===== src/rtl/nodh_pkg.sv =====
`timescale 1ns / 1ps
// ----------------------------------------------------------------------------
// nodh_pkg - shared types and constants for the node offline debounce block
// Word formats for the sample and result channels, the register map and the
// reset values used by the configuration port.
// ----------------------------------------------------------------------------
package nodh_pkg;

	// default number of tracked nodes
	localparam int NODES_DEF = 16;

	// field widths fixed by the word formats
	localparam int ID_W    = 4;
	localparam int COUNT_W = 8;
	localparam int CFG_W   = 8;

	// failure count saturates here
	localparam logic [COUNT_W-1:0] FAIL_MAX = '1;

	// configuration port
	localparam int APB_AW = 3;
	localparam int APB_DW = 32;
	localparam logic [APB_AW-1:0] ADDR_DEBOUNCE = 3'd0;
	localparam logic [CFG_W-1:0]  DEBOUNCE_RESET = 8'd3;

	// one polled sample
	typedef struct packed {
		logic [3:0]         node_id;
		logic               online;
		logic               press_kind;
		logic               temp_ok;
		logic               press_ok;
		logic [15:0]        raw_reading;
		logic signed [15:0] temp_centi;
		logic [31:0]        press_pa;
		logic [1:0]         alarm;
		logic               bus_fault;
	} sample_t;

	// one reported result
	typedef struct packed {
		logic [3:0]         out_node_id;
		logic               out_online;
		logic               stale;
		logic               out_press_kind;
		logic               out_temp_ok;
		logic               out_press_ok;
		logic [15:0]        out_raw_reading;
		logic signed [15:0] out_temp_centi;
		logic [31:0]        out_press_pa;
		logic [1:0]         out_alarm;
	} result_t;

endpackage


===== src/rtl/nodh_cfg.sv =====
`timescale 1ns / 1ps
// ----------------------------------------------------------------------------
// nodh_cfg - configuration register file
// APB-style slave holding the debounce limit; zero wait states.
// ----------------------------------------------------------------------------
module nodh_cfg (
	input  logic                        clk,
	input  logic                        arst_n,
	input  logic                        psel,
	input  logic                        penable,
	input  logic                        pwrite,
	input  logic [nodh_pkg::APB_AW-1:0] paddr,
	input  logic [nodh_pkg::APB_DW-1:0] pwdata,
	output logic [nodh_pkg::APB_DW-1:0] prdata,
	output logic                        pready,
	output logic [nodh_pkg::CFG_W-1:0]  debounce_rounds
);
	import nodh_pkg::*;

	logic [CFG_W-1:0] debounce_q;
	logic             wr_en;

	assign pready = 1'b1;
	assign wr_en  = psel & penable & pwrite & (paddr == ADDR_DEBOUNCE);

	// write the limit in the access phase
	always_ff @(posedge clk or negedge arst_n) begin
		if (!arst_n) begin
			debounce_q <= DEBOUNCE_RESET;
		end else if (wr_en) begin
			debounce_q <= pwdata[CFG_W-1:0];
		end
	end

	// read back, zero for unmapped addresses
	always_comb begin
		prdata = '0;
		if (paddr == ADDR_DEBOUNCE) begin
			prdata = {{(APB_DW-CFG_W){1'b0}}, debounce_q};
		end
	end

	assign debounce_rounds = debounce_q;

endmodule


===== src/rtl/nodh_core.sv =====
`timescale 1ns / 1ps
// ----------------------------------------------------------------------------
// nodh_core - per-node state and result logic
// Holds last good sample, failure count and has-data flag for each node,
// forms the result for the registered sample and updates the node's entry.
// ----------------------------------------------------------------------------
module nodh_core #(
	parameter int NODES = nodh_pkg::NODES_DEF
) (
	input  logic                       clk,
	input  logic                       arst_n,
	input  logic                       upd,
	input  nodh_pkg::sample_t          sample,
	input  logic [nodh_pkg::CFG_W-1:0] debounce_rounds,
	output nodh_pkg::result_t          result
);
	import nodh_pkg::*;

	// node_id cannot address more than sixteen entries
	localparam int ENTRIES = (NODES < (1 << ID_W)) ? NODES : (1 << ID_W);
	localparam int IDX_W   = (ENTRIES > 1) ? $clog2(ENTRIES) : 1;

	typedef struct packed {
		logic               press_kind;
		logic               temp_ok;
		logic               press_ok;
		logic [15:0]        raw_reading;
		logic signed [15:0] temp_centi;
		logic [1:0]         alarm;
		logic [31:0]        press_pa;
	} good_t;

	good_t              good_q  [ENTRIES];
	logic [COUNT_W-1:0] count_q [ENTRIES];
	logic [ENTRIES-1:0] has_q;

	logic               in_range;
	logic [IDX_W-1:0]   idx;
	logic [COUNT_W-1:0] count_nxt;
	logic               keep_on;
	good_t              good_rd;
	good_t              good_in;

	assign in_range = (32'(sample.node_id) < NODES);
	assign idx      = IDX_W'(sample.node_id);
	assign good_rd  = good_q[idx];

	// saturating count after a failed round
	assign count_nxt = (count_q[idx] == FAIL_MAX) ? FAIL_MAX : count_q[idx] + 1'b1;
	assign keep_on   = !sample.bus_fault && (count_nxt < debounce_rounds);

	assign good_in = '{
		press_kind:  sample.press_kind,
		temp_ok:     sample.temp_ok,
		press_ok:    sample.press_ok,
		raw_reading: sample.raw_reading,
		temp_centi:  sample.temp_centi,
		alarm:       sample.alarm,
		press_pa:    sample.press_pa
	};

	// pick pass-through or replay of the stored word
	always_comb begin
		result.out_node_id     = sample.node_id;
		result.out_online      = sample.online;
		result.stale           = 1'b0;
		result.out_press_kind  = sample.press_kind;
		result.out_temp_ok     = sample.temp_ok;
		result.out_press_ok    = sample.press_ok;
		result.out_raw_reading = sample.raw_reading;
		result.out_temp_centi  = sample.temp_centi;
		result.out_press_pa    = sample.press_pa;
		result.out_alarm       = sample.alarm;
		if (in_range && !sample.online && has_q[idx]) begin
			result.out_online      = keep_on;
			result.stale           = 1'b1;
			result.out_press_kind  = good_rd.press_kind;
			result.out_temp_ok     = good_rd.temp_ok;
			result.out_press_ok    = good_rd.press_ok;
			result.out_raw_reading = good_rd.raw_reading;
			result.out_temp_centi  = good_rd.temp_centi;
			result.out_press_pa    = good_rd.press_pa;
			result.out_alarm       = good_rd.alarm;
		end
	end

	// update count and has-data flag of the polled node
	always_ff @(posedge clk or negedge arst_n) begin
		if (!arst_n) begin
			has_q <= '0;
			for (int i = 0; i < ENTRIES; i++) begin
				count_q[i] <= '0;
			end
		end else if (upd && in_range) begin
			if (sample.online) begin
				has_q[idx]   <= 1'b1;
				count_q[idx] <= '0;
			end else begin
				count_q[idx] <= count_nxt;
			end
		end
	end

	// store a good sample; read only once has-data is set
	always_ff @(posedge clk) begin
		if (upd && in_range && sample.online) begin
			good_q[idx] <= good_in;
		end
	end

endmodule


===== src/rtl/node_offline_debounce_hold.sv =====
`timescale 1ns / 1ps
// ----------------------------------------------------------------------------
// node_offline_debounce_hold - offline debounce with hold of last good sample
// Per-node failure debounce; failed rounds replay the last good sample
// marked stale; online only with no bus fault and failures under the limit.
//
//   channel   | signals                                  | dir
//   ----------+------------------------------------------+-----
//   sample    | sample_valid, sample_ready, sample       | in
//   result    | result_valid, result_ready, result       | out
//   config    | psel, penable, pwrite, paddr, pwdata,    | in
//             | prdata, pready                           |
//
// One word per cycle while result_ready is high; results are registered.
// The sample register feeds the node state lookup and update in one pass, so
// back-to-back words to the same node see each other's updates.
// Reset clears every node's count and has-data flag; no clearing pass needed.
// A stalled result holds the pipe; sample_ready falls only when both the
// sample and result registers are full and result_ready is low.
// ----------------------------------------------------------------------------
module node_offline_debounce_hold #(
	parameter int NODES = nodh_pkg::NODES_DEF
) (
	input  logic                        clk,
	input  logic                        arst_n,
	input  logic                        sample_valid,
	output logic                        sample_ready,
	input  nodh_pkg::sample_t           sample,
	output logic                        result_valid,
	input  logic                        result_ready,
	output nodh_pkg::result_t           result,
	input  logic                        psel,
	input  logic                        penable,
	input  logic                        pwrite,
	input  logic [nodh_pkg::APB_AW-1:0] paddr,
	input  logic [nodh_pkg::APB_DW-1:0] pwdata,
	output logic [nodh_pkg::APB_DW-1:0] prdata,
	output logic                        pready
);
	import nodh_pkg::*;

	logic             valid_s1;
	sample_t          word_s1;
	logic             valid_s2;
	result_t          word_s2;
	result_t          result_nxt;
	logic             advance;
	logic [CFG_W-1:0] debounce_rounds;

	// move the registered sample on when the result slot is free
	assign advance      = valid_s1 && (!valid_s2 || result_ready);
	assign sample_ready = !valid_s1 || advance;

	nodh_cfg u_cfg (
		.clk             (clk),
		.arst_n          (arst_n),
		.psel            (psel),
		.penable         (penable),
		.pwrite          (pwrite),
		.paddr           (paddr),
		.pwdata          (pwdata),
		.prdata          (prdata),
		.pready          (pready),
		.debounce_rounds (debounce_rounds)
	);

	nodh_core #(
		.NODES (NODES)
	) u_core (
		.clk             (clk),
		.arst_n          (arst_n),
		.upd             (advance),
		.sample          (word_s1),
		.debounce_rounds (debounce_rounds),
		.result          (result_nxt)
	);

	// pipeline valid flags
	always_ff @(posedge clk or negedge arst_n) begin
		if (!arst_n) begin
			valid_s1 <= 1'b0;
			valid_s2 <= 1'b0;
		end else begin
			if (sample_ready) begin
				valid_s1 <= sample_valid;
			end
			if (advance) begin
				valid_s2 <= 1'b1;
			end else if (result_ready) begin
				valid_s2 <= 1'b0;
			end
		end
	end

	// capture sample and result words
	always_ff @(posedge clk) begin
		if (sample_ready && sample_valid) begin
			word_s1 <= sample;
		end
		if (advance) begin
			word_s2 <= result_nxt;
		end
	end

	assign result_valid = valid_s2;
	assign result       = word_s2;

endmodule


===== config.mk =====
export PLATFORM = sky130hd
export DESIGN_NAME = node_offline_debounce_hold
export DESIGN_NICKNAME = d
export VERILOG_FILES = /design/src/rtl/nodh_pkg.sv /design/src/rtl/nodh_cfg.sv /design/src/rtl/nodh_core.sv /design/src/rtl/node_offline_debounce_hold.sv
export SDC_FILE = /design/constraint.sdc
export NUM_CORES = 1
export LEC_CHECK = 0
export BUFFER_PORTS_ARGS = -buffer_cell sky130_fd_sc_hd__buf_2
export CAP_MARGIN = 25
export CELL_PAD_IN_SITES_DETAIL_PLACEMENT = 1
export CELL_PAD_IN_SITES_GLOBAL_PLACEMENT = 2
export CORE_ASPECT_RATIO = 0.7
export CORE_UTILIZATION = 30
export CTS_CLUSTER_SIZE = 8
export DETAILED_ROUTE_END_ITERATION = 12
export GPL_TIMING_DRIVEN = 0
export PLACE_DENSITY_LB_ADDON = 0.1
export SKIP_CTS_REPAIR_TIMING = 1
export SYNTH_ARGS = -nofsm -noshare
export SYNTH_HDL_FRONTEND = slang
export SYNTH_SLANG_ARGS = --single-unit

===== constraint.sdc =====
create_clock -name clk -period 9.7 [get_ports clk]
set_input_delay 1.94 -clock clk [delete_from_list [all_inputs] [get_ports clk]]
set_output_delay 1.94 -clock clk [all_outputs]
set_load 0.005 [all_outputs]

==> impl_metrics.ini, run 1 <==
[worst_hold_path]
hold_depth = 0
hp-class = register to register

[drt]
wirelength_um = 155000
vias = 26200
via_per_inst = 4.89
drtIter0Drc = 1968
drt-pass1-iter-count = 5
wl_per_cell_um = 28.9
ant_nets = 0
drc = 0

[critical_path]
r2r_cells = 15
cp_max_fo = 10
critPathCaptureType = register
required_ps = 10280
cp_data_arrival_time_ps = 5960
cp-start-kind = register
r2r_slack_ps = 4320
crit_type = register to register

[grt]
grt-ovfl-total = 0
grt_pass1_wl_um = 218000
grt_use_total = 0.172
grt_start_max_net_pins = 79
grt_pass1_vias = 28700
antenna_found_initial = 9

[yosys]
synth_seq_cells = 1412
syn_inst = 2425
async_flop_share = 0.109
netlist_area_mm2 = 0.0541
synth_edf_count = 1254
ys_warn_count = 0
synth-main-ff-cell = edfxtp_1
ys_seq_area_frac = 0.769
avgSynthCellArea_um2 = 22.3
synth.distinct_cells = 52

[floorplan]
rows = 129
core_mm2 = 0.178
ioPinCount = 227
die_area_mm2 = 0.182
die_x_um = 510
start_util = 0.304
fp.dieH_um = 357

[timing]
fin_crit_sh = 0.554
fin_crit_ps = 5380
fmax_mhz = 186
tightest_slew_ps = 1090
finalSetupViolCount = 0
timing.final.ws_setup_ps = 4320
final-hold-violation-count = 0
fin_setup_tns_ps = 0
maxSlewViolCount = 0
rsz0062_at_grt = no
whs_ps = 445
slew_headroom = 0.273
fin_worst_skew_ps = 36.7

[final_layout]
fin_util = 0.369
fin_nets = 3056
fill_cells = 17100
layout-drive-gt1-share = 0.358
synthToLayoutAreaGrowth_pct = 21.3

[place]
preCtsSetupSlack_ps = 3760
dp_hpwl_um = 100000
gp_congestion = 0.724
portBuffers = 177

[clock_network]
cts.path.max_buffers = 3
root_buffer = clkbuf_16
clkSlewWorstSetupHoldPaths_ps = 50
insertion_delay_ps = 810
numCtsBuffers = 195
cts_tree = yes
cts_sinks = 1412
htree_levels = 4

[power]
leakage_uw = 0.0219
total_power_uw = 14300
max-vdd-ir-drop_v = 0.000190
p_per_area_mw_per_mm2 = 218

[run]
maxCapViolations = 0

[status]
status = complete, no violations
cells in the mapped netlist (2+ instances only):
cell      count  area (um2)
clkbuf_1     76         285
nand2_1     121         454
conb_1        2        7.51
edfxtp_1   1254       37700
nor3_1        2        10.0
buf_4        34         255
a31oi_1       2        12.5
dfxtp_1       4        80.1
a21oi_2       2        17.5
inv_1        12        45.0
o21ai_0      65         325
mux4_2      383        8630
a21o_1        2        15.0
nor2_1       33         124
ha_1          8         100
buf_6         4        45.0
nand2b_1      7        43.8
mux2_2       91        1020
o21ai_2       3        26.3
dfstp_2       2        52.6
dfrtp_1     152        3800
o21ai_1      25         125
nor2b_1       2        12.5
and2_1        9        56.3
and3_1        5        31.3
a211oi_1      2        15.0
and4_1        2        17.5
buf_1        27         101
nand2_2       2        12.5
a22oi_1      10        75.1
or2_2        17         106
a22o_1       33         289
buf_2        13        65.1
where the power goes:
part	total [uW]	internal, uW	switching, uW
Combinational	1170	547	621
Clock	6180	3690	2490
Sequential	6980	6840	138
Total	14300	11100	3250
kinds of logic (layout without fill, tap and decap cells):
group	Yosys count	count (layout)	synth area share
other cells	2	31	0.000139
compound gates	150	150	0.0176
simple gates	209	209	0.0173
mux	475	475	0.179
fa+ha+maj	8	8	0.00185
xor+xnor	2	2	0.000463
buf+inv	167	719	0.0150
flops	1412	1412	0.769
layout by cell type (no fill, tap or decap), drive strengths merged, types with 8 or more instances in the layout:
master and n:
conb 25, a22oi 10, edfxtp 1254, and2 11, or2 17, o21ai 93, nor2 33, clkbuf 330
buf 365, nand2 123, mux4 383, dfrtp 152, inv 20, ha 8, mux2 92, a22o 33
state kept, by name, summed over array words and instances (netlist names), named ones only:
name,count
u_core.has_q,16
result_valid,1
u_cfg.debounce_rounds,8
u_core.count_q,128
u_core.good_q,1104
word_s1,75
valid_s1,1
result,75
area by class of cell:
cell class                 count  area (um2)  area share
buffer                       155         767      0.0117
antenna                        6        15.0    0.000229
sequential                  1412       41600       0.634
multi-input combinational    869       11900       0.181
tap                         2358        2950      0.0450
timing repair buffer         286        2990      0.0456
clock inverter                12         164     0.00250
clock buffer                 254        5190      0.0790
inverter                      12        50.0    0.000763
path summary, 6_finish.rpt:
check / startpoint / end
max in group asynchronous: arst_n / u_cfg.debounce_rounds[1]
worst min-delay path: word_s1[74] / result[74]
worst min register to register: word_s1[74] / result[74]
worst max-delay path: word_s1[72] / result[70]
min in group asynchronous: arst_n / u_core.count_q[60]
worst max register to register: word_s1[72] / result[70]
layer usage:
layer	global-route usage	part of all wire	routed length (um)
met5	0	0	0
met4	0.0487	0.021	3200
met3	0.0299	0.042	6500
met2	0.278	0.48	74400
met1	0.240	0.46	71200
critical path: stages, from the launching register on:
cell and delay, ps:
edfxtp_1 570, buf_1 670, buf_2 450, mux4_2 350, a22oi_1 420, nand2_1 270, and3_1 290, nand2_2 150
nand3_2 220, buf_2 310, ha_1 330, a21o_1 160, a21o_1 170, a211oi_1 340, nand2_1 100, o31ai_1 340
metrics by stage:
stage                     cell area (um2)  instances
final                               65600       5364
after global placement              58000       4983
after global routing                65600       5363
after floorplan                     54200       2448
after detailed placement            60100       5084
after CTS                           65500       5350
No activity file was read; power rests on OpenSTA's default activity.
==> inputs of run 2 (changes only) <==
Clock period 9.7 ns to 5.5 ns, I/O delays scaled along.
==> run 2 against run 1 <==
Effect of this change:
- register-to-register slack lost 4000 ps
- first-iteration DRC count is 1.4% higher
- routed wire length rose by 0.39%
- die area did not move
- sequential power grew 76%
- clock power is 75% higher
- sequential cell count unchanged
- final cell count down 0.21%
- fmax grew 2.9%
- sequential share of layout area up 0.098 points
- global-route usage increased by 0.12 points
==> impl_metrics.ini, run 2 (same netlist as run 1, synthesis figures left out) <==
[clock_network]
clkSlewWorstSetupHoldPaths_ps = 50
cts_sinks = 1412
htree_levels = 4
insertion_delay_ps = 800
cts.path.max_buffers = 3
root_buffer = clkbuf_16
cts_tree = yes
numCtsBuffers = 195

[final_layout]
layout_common_cells = edfxtp_1 (1254), mux4_2 (383), clkbuf_16 (197)
largestRegisters = u_core.good_q (1104), u_core.count_q (128)
final_common_cell = edfxtp_1
largest_register_ffs = 1104
fin_nets = 3054
fill_cells = 17100
register_area_mm2 = 0.0416
multiInputGateArea_mm2 = 0.0119
synthToLayoutAreaGrowth_pct = 21.1
top_register = u_core.good_q
layout-drive-gt1-share = 0.359

[timing]
fin_worst_skew_ps = 25.4
maxSlewViolCount = 0
tightest_slew_ps = 1120
fmax_mhz = 191
fin_crit_sh = 0.950
timing.final.ws_setup_ps = 273
slew_headroom = 0.256
finalSetupViolCount = 0
final-hold-violation-count = 0
rsz0062_at_grt = no
fin_crit_ps = 5230
fin_setup_tns_ps = 0

[status]
status = complete, no violations

[grt]
grt_pass1_wl_um = 220000
grt_use_total = 0.174
grt-ovfl-total = 0
grt_pass1_vias = 28800
antenna_found_initial = 5
grt_start_max_net_pins = 90

[power]
combPwrFrac = 0.083
p_clk_frac = 0.428
pwr-share-seq = 0.489
p_per_area_mw_per_mm2 = 384
max-vdd-ir-drop_v = 0.000338
leakage_uw = 0.0218
intPower_uw = 19400
p_sw_frac = 0.228
switchingPower_uw = 5730

[place]
dp_hpwl_um = 99100
preCtsSetupSlack_ps = 5.03
portBuffers = 177
gp_congestion = 0.721

[drt]
drc = 0
wl_per_cell_um = 29.1
wirelength_um = 156000
ant_nets = 0
via_per_inst = 4.93
drtIter0Drc = 1996
vias = 26400
drt-pass1-iter-count = 5

[critical_path]
cp_max_fo = 10
r2r_slack_ps = 270
crit_end = result[70]
cp-start-kind = register
r2r-end = result[70]
required_ps = 6080
cp_data_arrival_time_ps = 5810
r2r_cells = 15
reg2reg_from = word_s1[72]
crit_path_start = word_s1[72]
critPathCaptureType = register
crit_type = register to register

[floorplan]
die_area_mm2 = 0.182
die_x_um = 510
rows = 129
core_mm2 = 0.178
ioPinCount = 227
fp.dieH_um = 357
start_util = 0.304

[worst_hold_path]
hp-class = input port to asynchronous set/reset pin

[run]
maxCapViolations = 0
==> run 2: cell count changes in the layout (fill, tap and decap cells not counted), sizes merged <==
cell,change
buf,-5
diode,-1
inv,+1
bufinv,-1
clkbuf,-7
clkinv,+2
==> run 2: cell type report <==
| type | instances | area share |
|---|---|---|
| inverter | 12 | 0.000764 |
| multi-input combinational | 869 | 0.182 |
| tap | 2358 | 0.0450 |
| sequential | 1412 | 0.635 |
| buffer | 155 | 0.0118 |
| clock inverter | 14 | 0.00227 |
| clock buffer | 244 | 0.0779 |
| timing repair buffer | 284 | 0.0455 |
| antenna | 5 | 0.000191 |
==> run 2: worst min-delay path by stage <==
stage / slack [ps] / end / cells after the start
finish: 300 / u_core.count_q[48] / 1
detailed placement: 430 / result[74] / 0
floorplan: 420 / result[74] / 0
CTS: 260 / u_core.has_q[15] / 1
global route: 300 / u_core.count_q[48] / 1
global placement: 430 / result[74] / 0
==> run 2: power by group through the flow <==
| stage | registers (uW) | clock network [uW] | logic (uW) |
|---|---|---|---|
| 5_1_grt | 12300 | 11500 | 2240 |
| 3_3_place_gp | 12500 | 0 | 1970 |
| 6_report | 12300 | 10800 | 2080 |
| 2_1_floorplan | 12400 | 0 | 1200 |
| 4_1_cts | 12300 | 11100 | 2140 |
| 3_5_place_dp | 12500 | 0 | 2130 |
==> run 2: worst max-delay path: stages, from the launching register on <==
cell	delay, ps
edfxtp_1	580
clkbuf_2	480
buf_2	380
mux4_2	370
a22oi_1	390
nand2_1	280
and3_1	290
nand2_2	150
nand3_2	220
buf_2	310
ha_1	330
a21o_1	160
a21o_1	170
a211oi_1	380
nand2_1	110
o31ai_1	370
==> run 2: metrics by stage <==
stage | hold slack, ps | cells | utilization | power (uW) | area [um2]
after floorplan | 421 | 2448 | - | 13600 | 54200
after CTS | 264 | 5343 | 0.368 | 25600 | 65400
final | 303 | 5353 | 0.368 | 25100 | 65500
after global routing | 297 | 5350 | 0.368 | 26100 | 65500
after global placement | 431 | 4983 | 0.326 | 14500 | 58100
after detailed placement | 431 | 5085 | 0.338 | 14600 | 60200
==> run 2: routing by layer <==
metal	routed length, um	global-route usage	up-vias
li1	-	-	11000
met1	72900	0.247	14500
met2	73700	0.275	597
met3	6210	0.0308	209
met4	3050	0.0429	0
met5	0	0	-
==> inputs of run 3 (changes only) <==
Settings changed: CORE_MARGIN set to 1.5, PLACE_DENSITY set to 0.63, PLACE_DENSITY_LB_ADDON 0.1 to not set.
==> run 3 against run 2 <==
Effect of this change:
- non-clock buffer count is 9 lower
- largest cell class unchanged
- global-route usage shrank 1.3 points
- clock power hardly changed
- final cell count barely moved
- worst hold slack got worse by 63 ps
- utilization decreased by 0.29 points
- fmax rose by 0.94%
- sequential share of layout area hardly changed
- largest power group unchanged
- highest routed layer unchanged
==> impl_metrics.ini, run 3 (same netlist as run 1, synthesis figures left out) <==
[clock_network]
cts.path.max_buffers = 3
htree_levels = 4
cts_sinks = 1412
insertion_delay_ps = 820
cts_tree = yes
root_buffer = clkbuf_16
numCtsBuffers = 194
clkSlewWorstSetupHoldPaths_ps = 60

[timing]
maxSlewViolCount = 0
fin_crit_sh = 0.941
finalSetupViolCount = 0
rsz0062_at_grt = no
final-hold-violation-count = 0
fin_crit_ps = 5180
tightest_slew_ps = 1100
slew_headroom = 0.268
fin_worst_skew_ps = 39.0
fmax_mhz = 193
whs_ps = 240

[final_layout]
largest_register_ffs = 1104
final_common_cell = edfxtp_1
layout_common_cells = edfxtp_1 (1254), mux4_2 (383), clkbuf_16 (198)
fin_nets = 3044
top_register = u_core.good_q
synthToLayoutAreaGrowth_pct = 21.1
largestRegisters = u_core.good_q (1104), u_core.count_q (128)
fin_cells = 5355
layout-drive-gt1-share = 0.356

[power]
leakage_uw = 0.0218
total_power_uw = 25100
p_per_area_mw_per_mm2 = 384
max-vdd-ir-drop_v = 0.000212

[place]
numPlacedInstances = 5096
portBuffers = 177
dp_hpwl_um = 92300
gp_congestion = 0.714

[drt]
wl_per_cell_um = 27.1
via_per_inst = 4.88
drt-pass1-iter-count = 5
drc = 0
wirelength_um = 145000
vias = 26100
ant_nets = 0
drtIter0Drc = 2536

[grt]
grt_pass1_wl_um = 210000
antenna_found_initial = 7
grt_pass1_vias = 28000
grt-ovfl-total = 0
grt_use_total = 0.161
grt_start_max_net_pins = 94

[floorplan]
fp.dieH_um = 358
start_util = 0.302
ioPinCount = 227
die_x_um = 511
core_mm2 = 0.179
die_area_mm2 = 0.183
rows = 130

[critical_path]
crit_type = register to register
critPathCaptureType = register
cp_data_arrival_time_ps = 5790
cp-start-kind = register
cp_max_fo = 10
required_ps = 6110
crit_path_start = word_s1[72]
reg2reg_from = word_s1[72]

[status]
status = complete, no violations

[run]
maxCapViolations = 0

[worst_hold_path]
hp-class = input port to asynchronous set/reset pin
-- run 3: worst max-delay path, cell delays in order, from the launching register on --
cell and delay [ps]:
edfxtp_1 510, buf_1 750, buf_2 440, mux4_2 380, a22oi_1 380, nand2_1 220
and3_1 270, nand2_2 140, nand3_2 190, buf_2 280, ha_1 320, a21o_1 160
a21o_1 170, a211oi_1 320, nand2_1 90, o31ai_1 330
-- run 3: power by group --
part	internal, uW	switching (uW)	leakage, uW
Combinational	959	1050	0.00574
Sequential	12100	247	0.0135
Clock	6420	4400	0.00259
Total	19400	5700	0.0218
-- run 3: area by class of cell --
type                            instances  area, um2
Timing Repair Buffer                  275       2860
Tap cell                             2376       2970
Sequential cell                      1412      41600
Antenna cell                            5       12.5
Multi-Input combinational cell        869      11900
Clock buffer                          239       5110
Inverter                               12       50.0
Buffer                                155        767
Fill cell                           17400     114000
Clock inverter                         12        244
-- run 3: final timing paths --
kind | end | slack [ps] | cells past startpoint
setup reg to reg | result[70] | 320 | 15
max in group asynchronous | u_core.count_q[125] | 4390 | 2
hold reg to reg | result[74] | 440 | 0
setup / recovery | result[70] | 320 | 15
hold / removal | u_core.count_q[42] | 240 | 1
min in group clk | result[74] | 440 | 0
-- run 3: metrics by stage --
stage	utilization	worst slack (ps)	setup TNS (ps)	cell area [um2]
floorplan	-	347	0	54200
global placement	0.324	-4340	-3825770	58100
detailed placement	0.335	348	0	60100
CTS	0.365	326	0	65400
global route	0.365	101	0	65500
finish	0.365	322	0	65500
-- run 3: per-layer routing --
metal  part of all wire  GRT usage  vias to the layer above
met5                  0          0                        -
met4              0.018     0.0427                        0
met3              0.051     0.0291                      161
met2               0.47      0.252                      747
met1               0.46      0.231                    14200
li1                   -          -                    11000
